`config.mk`:
```
export PLATFORM = sky130hd
export DESIGN_NAME = att_front
export DESIGN_NICKNAME = d
export VERILOG_FILES = /design/src/att_pkg.sv /design/src/att_front.sv
export SDC_FILE = /design/constraint.sdc
export NUM_CORES = 1
export LEC_CHECK = 0
export BUFFER_PORTS_ARGS = -buffer_cell sky130_fd_sc_hd__buf_4
export CORE_ASPECT_RATIO = 0.75
export CORE_MARGIN = 2
export CORE_UTILIZATION = 25
export CTS_BUF_LIST = sky130_fd_sc_hd__clkbuf_4 sky130_fd_sc_hd__clkbuf_8 sky130_fd_sc_hd__clkbuf_16
export DETAILED_ROUTE_END_ITERATION = 8
export GPL_TIMING_DRIVEN = 0
export SYNTH_ARGS = -nofsm -noshare
export SYNTH_HDL_FRONTEND = slang
export SYNTH_SLANG_ARGS = --single-unit
```
`constraint.sdc`:
```
create_clock -name clk -period 2 [get_ports clk]
set_clock_uncertainty 0.05 [all_clocks]
set_input_delay 0.4 -clock clk [delete_from_list [all_inputs] [get_ports clk]]
set_output_delay 0.4 -clock clk [all_outputs]
set_load 0.02 [all_outputs]
```
`src/att_pkg.sv`:
```
// Types, byte codes and color table of the text terminal.
package att_pkg;

	typedef enum logic [3:0] {
		CL_OTHER,
		CL_DIGIT,
		CL_SEMI,
		CL_LBRACK,
		CL_ESC,
		CL_CR,
		CL_LF,
		CL_BS,
		CL_TAB,
		CL_READ
	} cls_t;

	typedef struct packed {
		cls_t        cls;
		logic        printable;
		logic [7:0]  chr;
	} item_info_t;

	typedef enum logic [1:0] {
		PM_NORMAL,
		PM_ESC,
		PM_SEQ
	} pmode_t;

	typedef enum logic [2:0] {
		B_INIT,
		B_IDLE,
		B_RD,
		B_SGR,
		B_SCR_RD,
		B_SCR_WR,
		B_FILL,
		B_DONE
	} bstate_t;

	localparam logic [7:0] CH_BS     = 8'h08;
	localparam logic [7:0] CH_TAB    = 8'h09;
	localparam logic [7:0] CH_LF     = 8'h0A;
	localparam logic [7:0] CH_CR     = 8'h0D;
	localparam logic [7:0] CH_ESC    = 8'h1B;
	localparam logic [7:0] CH_SPACE  = 8'h20;
	localparam logic [7:0] CH_ZERO   = 8'h30;
	localparam logic [7:0] CH_NINE   = 8'h39;
	localparam logic [7:0] CH_SEMI   = 8'h3B;
	localparam logic [7:0] CH_LBRACK = 8'h5B;
	localparam logic [7:0] CH_UP     = 8'h41;
	localparam logic [7:0] CH_DOWN   = 8'h42;
	localparam logic [7:0] CH_RIGHT  = 8'h43;
	localparam logic [7:0] CH_LEFT   = 8'h44;
	localparam logic [7:0] CH_POS_H  = 8'h48;
	localparam logic [7:0] CH_ERASE_J = 8'h4A;
	localparam logic [7:0] CH_ERASE_K = 8'h4B;
	localparam logic [7:0] CH_POS_F  = 8'h66;
	localparam logic [7:0] CH_SGR_M  = 8'h6D;

	localparam logic [15:0] RESET_CELL = 16'h0720;
	localparam logic [7:0]  RESET_ATTR = 8'h07;
	localparam logic [3:0]  FG_DEFAULT = 4'h7;
	localparam logic [3:0]  BG_DEFAULT = 4'h0;
	localparam int          TAB_STOP   = 8;
	localparam int          DEC_BASE   = 10;

	localparam int SGR_RESET     = 0;
	localparam int SGR_BOLD      = 1;
	localparam int SGR_FAINT     = 2;
	localparam int SGR_NORMAL    = 22;
	localparam int SGR_FG_LO     = 30;
	localparam int SGR_FG_HI     = 37;
	localparam int SGR_FG_DEF    = 39;
	localparam int SGR_BG_LO     = 40;
	localparam int SGR_BG_HI     = 47;
	localparam int SGR_BG_DEF    = 49;
	localparam int SGR_FG_BRT_LO = 90;
	localparam int SGR_FG_BRT_HI = 97;
	localparam int SGR_BG_BRT_LO = 100;
	localparam int SGR_BG_BRT_HI = 107;

	// ANSI color order to text-mode color order: swap red and blue.
	function automatic logic [2:0] color_map(input logic [2:0] ansi);
		return {ansi[0], ansi[1], ansi[2]};
	endfunction

endpackage

```
`src/att_front.sv`:
```
// Input side: classifies each item and holds it in a two-entry queue.
module att_front import att_pkg::*; #(
	parameter int AW = 11
) (
	input  logic          clk,
	input  logic          arst_n,
	input  logic          in_valid,
	output logic          in_stall,
	input  logic          req_type,
	input  logic [7:0]    char_byte,
	input  logic [AW-1:0] cell_index,
	input  logic          back_ready,
	output logic          q_valid,
	output item_info_t    q_info,
	output logic [AW-1:0] q_idx,
	input  logic          q_pop
);

	item_info_t    info_q [2];
	logic [AW-1:0] idx_q [2];
	logic          wp_q;
	logic          rp_q;
	logic [1:0]    cnt_q;
	item_info_t    cls_info;
	logic          push;

	always_comb begin
		cls_info.chr = char_byte;
		cls_info.printable = char_byte >= CH_SPACE;
		priority if (req_type) begin
			cls_info.cls = CL_READ;
		end else if (char_byte >= CH_ZERO && char_byte <= CH_NINE) begin
			cls_info.cls = CL_DIGIT;
		end else if (char_byte == CH_SEMI) begin
			cls_info.cls = CL_SEMI;
		end else if (char_byte == CH_LBRACK) begin
			cls_info.cls = CL_LBRACK;
		end else if (char_byte == CH_ESC) begin
			cls_info.cls = CL_ESC;
		end else if (char_byte == CH_CR) begin
			cls_info.cls = CL_CR;
		end else if (char_byte == CH_LF) begin
			cls_info.cls = CL_LF;
		end else if (char_byte == CH_BS) begin
			cls_info.cls = CL_BS;
		end else if (char_byte == CH_TAB) begin
			cls_info.cls = CL_TAB;
		end else begin
			cls_info.cls = CL_OTHER;
		end
	end

	// Hold off while the screen clear after reset runs or the queue is full.
	assign in_stall = !back_ready || (cnt_q == 2'd2);
	assign push = in_valid && !in_stall;

	assign q_valid = cnt_q != 2'd0;
	assign q_info = info_q[rp_q];
	assign q_idx = idx_q[rp_q];

	always_ff @(posedge clk) begin
		if (push) begin
			info_q[wp_q] <= cls_info;
			idx_q[wp_q] <= cell_index;
		end
	end

	always_ff @(posedge clk or negedge arst_n) begin
		if (!arst_n) begin
			wp_q <= 1'b0;
			rp_q <= 1'b0;
			cnt_q <= 2'd0;
		end else begin
			if (push) begin
				wp_q <= !wp_q;
			end
			if (q_pop) begin
				rp_q <= !rp_q;
			end
			if (push && !q_pop) begin
				cnt_q <= cnt_q + 2'd1;
			end else if (q_pop && !push) begin
				cnt_q <= cnt_q - 2'd1;
			end
		end
	end

endmodule

```
== Word-level counts from Yosys, hierarchy flattened ==
Memory sizes are Yosys's and may differ from the RTL's.
Index checks and enable logic that the tools add are counted.

* Muxes and demuxes: 13
* Multipliers: 0
* Order comparisons: 3
* Bitwise gates (word level): 0
* Add/sub/neg operators: 2
* Eq/ne operators: 8
* Divide/modulo/power cells: 0
* Shift-type cells: 0
* Reduce and logical (&&, ||, !) cells: 13

{| class="wikitable"
|+ Operator list
! kind !! count
|-
| 2-to-1 mux 4 bit || 9
|-
| == test 8 x 4 -> 1 bit (second input constant) || 4
|-
| >= comparator 8 x 6 -> 1 bit (second input constant) || 2
|-
| == test 8 x 5 -> 1 bit (second input constant) || 1
|-
| == test 8 x 6 -> 1 bit (second input constant) || 1
|-
| == test 8 x 7 -> 1 bit (second input constant) || 1
|-
| <= comparator 8 x 6 -> 1 bit (second input constant) || 1
|-
| zero test 1 bit || 6
|-
| logical AND 1 bit || 4
|-
| 2-to-1 mux 2 bit || 2
|-
| nonzero test 2 bit || 2
|-
| adder 2 x 1 -> 2 bit (second input constant) || 1
|-
| == test 2 bit (second input constant) || 1
|-
| 2-to-1 mux 1 bit || 2
|-
| subtractor 2 x 1 -> 2 bit (second input constant) || 1
|-
| logical OR 1 bit || 1
|}

* Memories: 2
* ROM bits: 0
* Memory bits (writable): 48
* Word-level logic and storage cells: 44
* Flip-flop bits (word level): 4
* Output and inout port bits: 26
* Latch bits: 0
* Input bits: 25

{| class="wikitable"
|+ Memories
! memory !! words !! width !! rd ports !! clocked after Yosys merged registers in !! write ports !! line !! source
|-
| info_q || 2 || 13 || 1 || 0 || 1 || att_front.sv:19 || <nowiki>item_info_t info_q [2];</nowiki>
|-
| idx_q || 2 || 11 || 1 || 0 || 1 || att_front.sv:20 || <nowiki>logic [AW-1:0] idx_q [2];</nowiki>
|}

== Logic depth before layout (Yosys ltp) ==
* Word-level depth: 10
* Mapped depth: 7
* Mapped depth without buffers: 7

== Worst setup path after synthesis ==
No wires, ideal clock.

* Path type: reg-to-reg
* From: reg cnt_q[1]
* To: mem idx_q[0][0] (enable)
* Slack: -0.118 ns
* Buffers on the path: 0
* Stages on the path, launching flop included: 4
* Data required time: 1.545 ns
* Library setup time: 0.405 ns
* Arrival time: 1.664 ns
* Clock period less this slack: 2.118 ns
* Cell sequence: dfrtp_1 > inv_1 > o211ai_1 > nor2_1

* Longest elaborated chain between the ends: 6

{| class="wikitable"
|+ Ends and longest elaborated chain
! element !! line !! source
|-
| start: declaration || att_front.sv:23 || <nowiki>logic [1:0] cnt_q;</nowiki>
|-
| start signal: assignment || att_front.sv:81 || <nowiki>cnt_q <= cnt_q + 2'd1;</nowiki>
|-
| start signal: assignment || att_front.sv:83 || <nowiki>cnt_q <= cnt_q - 2'd1;</nowiki>
|-
| == test 2 bit || att_front.sv:54 || <nowiki>assign in_stall = !back_ready || (cnt_q == 2'd2);</nowiki>
|-
| logical OR 1 bit || att_front.sv:54 ||
|-
| zero test 1 bit || att_front.sv:55 || <nowiki>assign push = in_valid && !in_stall;</nowiki>
|-
| logical AND 1 bit || att_front.sv:55 ||
|-
| 2-to-1 mux 1 bit || att_front.sv:62 || <nowiki>if (push) begin</nowiki>
|-
| 2-to-1 mux 1 bit (implied by the code) || att_front.sv:64 || <nowiki>idx_q[wp_q] <= cell_index;</nowiki>
|-
| end: declaration || att_front.sv:20 ||
|}

No other way between the ends.

==> metrics.yaml <==
critical_path:
  worstPathRequired_ns: 1.55
  cp.arrival_ns: 1.46
  cp-end-kind: "output port"
  path_delay_family: "buffers and inverters"
  cp-start-kind: "flip-flop"
  path_class: "flip-flop to output port"
  crit_chain: "buf_6 > buf_8 > mux2_2 > buf_4"
  slowest_stage: "dfrtp_1"
  max_stage_delay_ns: 0.35
  crit_buf_inv: 3
  critPathMaxFanout: 10
synth:
  synth.distinct_cells: 28
  ys_ff_latch: 52
  ys.flop_type: "edfxtp_1"
  syn_area_mm2: 0.00209
  avgSynthCellArea_um2: 17.5
  synthesis.nets: 145
  yosys_warnings: 0
  synth_commonest_cells: "edfxtp_1 (48), mux2_2 (24), nor2_1 (5), xnor2_1 (5)"
  synthCells: 119
  synth_top_area_share_pct: 69.1
  yosysMostFrequentCell: "edfxtp_1"
  yosysTopAreaCell: "edfxtp_1"
  synthTopCellsByArea: "edfxtp_1 (69%), mux2_2 (13%), dfrtp_1 (4.8%)"
  synth_edf_count: 48
  synth-async-reset-ratio_pct: 7.69
  synth_seq_area_share_pct: 73.9
placement:
  place.gp.congestion: 0.775
  placed_cell_area_mm2: 0.00263
  port_buffers: 50
  place_hpwl_um: 2850
sta:
  slew_viol_final: 0
  tns_ns: 0
  final_hold_viol_count: 0
  fmax_ghz: 0.523
  layout_min_cycle_time_ns: 1.91
  worst-slew-pin-transition_ns: 0.666
  fin_crit_sh_pct: 95.7
  holdWs_ns: 0.233
  finalSetupViolCount: 0
  rsz0062_at_grt: "no"
  relSlewSlack_pct: 55.4
power_and_ir_drop:
  pwr-share-clk_pct: 17.0
  p_sw_mw: 1.04
  ir_drop_v: 0.000440
  p_leak_nw: 0.990
  power.density_mw_per_mm2: 1190
  p_int_mw: 2.22
  switching_share_pct: 31.9
  p_total_mw: 3.26
  seqPwrFrac_pct: 43.7
  p_comb_share_pct: 39.3
clock_tree:
  cts_buffers: 5
  cts_tree: "done"
  path_clk_slew_ns: 0.09
  htree_levels: 2
  clock-sinks: 52
  clockBufferDepth: 2
  clk_latency_ns: 0.29
  root_buffer: "clkbuf_8"
  cts_setup_buffers: 0
cells_and_area:
  antenna_cells: 0
  register_area_mm2: 0.00154
  multi_input_area_um2: 526
  num-nets-final: 205
  num-fill-cells: 785
  finalInstanceArea_mm2: 0.00275
  synthToLayoutAreaGrowth_pct: 31.9
  post_route_cells_drive_above_1_share_pct: 50.3
routing:
  via_per_inst: 4.15
  first_pass_iters: 4
  wl_met1_um: 1990
  highest_layer: "met4"
  post_drt_wl_per_cell_um: 14.3
  dr_wl_met3_um: 170
  drc_errors: 0
  ant_nets: 0
  met2_length_um: 1880
  drt-total-wl_um: 4070
  first_iter_violations: 36
  num_vias: 1179
global_routing:
  grt_pass1_vias: 1233
  grt_use_total_pct: 9.61
  grt_max_degree: 16
  antenna_found_initial: 0
  grt_first_pass_wirelength_um: 6630
  grt_overflow: 0
floorplan:
  initial_core_util_pct: 26.1
  coreArea_mm2: 0.00799
  chipWidth_um: 109
  die-height_um: 83.1
  ios: 51
  die_area_mm2: 0.00910
  num_rows: 28
run_status:
  status: "completed"
min_path:
  holdCritPathClass: "input pin to flip-flop"
flow_run:
  cap_violations: 0
path summary, 6_finish.rpt:
check	to	slack [ns]	start	cells after the start
setup / recovery	q_info[1]	0.09	rp_q	4
hold / removal	rp_q	0.23	q_pop	2
setup reg to reg	cnt_q[1]	0.16	cnt_q[0]	6
hold reg to reg	wp_q	0.51	wp_q	1
max in group asynchronous	wp_q	1.42	arst_n	2
min in group asynchronous	cnt_q[0]	0.38	arst_n	2
area by class of cell:
| cell class | count | share of cell area, % |
|---|---|---|
| multi-input combinational | 59 | 19.1 |
| sequential | 52 | 56.1 |
| buffer | 3 | 1.50 |
| clock inverter | 2 | 0.273 |
| tap | 105 | 4.78 |
| inverter | 5 | 0.682 |
| timing repair buffer | 53 | 15.1 |
| clock buffer | 5 | 2.50 |
kinds of logic after synthesis:
| group | after synthesis | synth area share [%] |
|---|---|---|
| XOR/XNOR | 7 | 2.94 |
| flip-flops | 52 | 73.9 |
| AND/OR/NAND/NOR | 19 | 5.46 |
| adder cells (fa/ha/maj) | 1 | 0.600 |
| AO/OA/AOI/OAI | 8 | 2.52 |
| buffers and inverters | 8 | 1.62 |
| multiplexers | 24 | 13.0 |
metal layers:
metal	track usage, %	up-vias
met5	0	-
met4	3.11	0
met3	2.98	2
met2	14.9	28
met1	12.7	579
li1	-	570
flip-flops by register name, summed over array words and instances, names as in the netlist:
signal,flops
idx_q,22
cnt_q,2
wp_q,1
info_q,26
rp_q,1
through the flow:
stage,worst slack [ns],util (%),cells
finish,0.0865,34.4,284
global route,0.0108,34.4,284
CTS,0.0256,34.3,284
detailed placement,-0.128,32.9,276
global placement,-0.958,32.5,274
floorplan,-0.118,-,119
timing repair:
action / 4_1_cts / 5_1_grt
gates resized for setup: 7 / 3
setup endpoints to repair: 39 / 17
hold buffers: 1 / 0
hold endpoints to repair: 4 / 0
power by group through the flow:
stage          registers, mW  logic, mW  clock network (mW)
2_1_floorplan           1.43      0.744                   0
3_3_place_gp            1.44       1.20                   0
3_5_place_dp            1.45       1.23                   0
4_1_cts                 1.42       1.29               0.576
5_1_grt                 1.44       1.39               0.631
6_report                1.42       1.28               0.554
placed cells by master (no fill, tap or decap), drive strengths merged, types with 2 or more instances in the layout:
master  netlist  routed
nand3         2       2
xor2          2       2
mux2         24      24
nand4         2       2
inv           5       5
clkbuf        0       5
nand2b        2       2
edfxtp       48      48
dfrtp         4       4
xnor2         5       5
o21ai         2       2
or2           2       2
nor3          2       2
nor4          2       2
nor2          5       5
clkinv        0       2
buf           3      55
(Power assumes the default switching activity.)
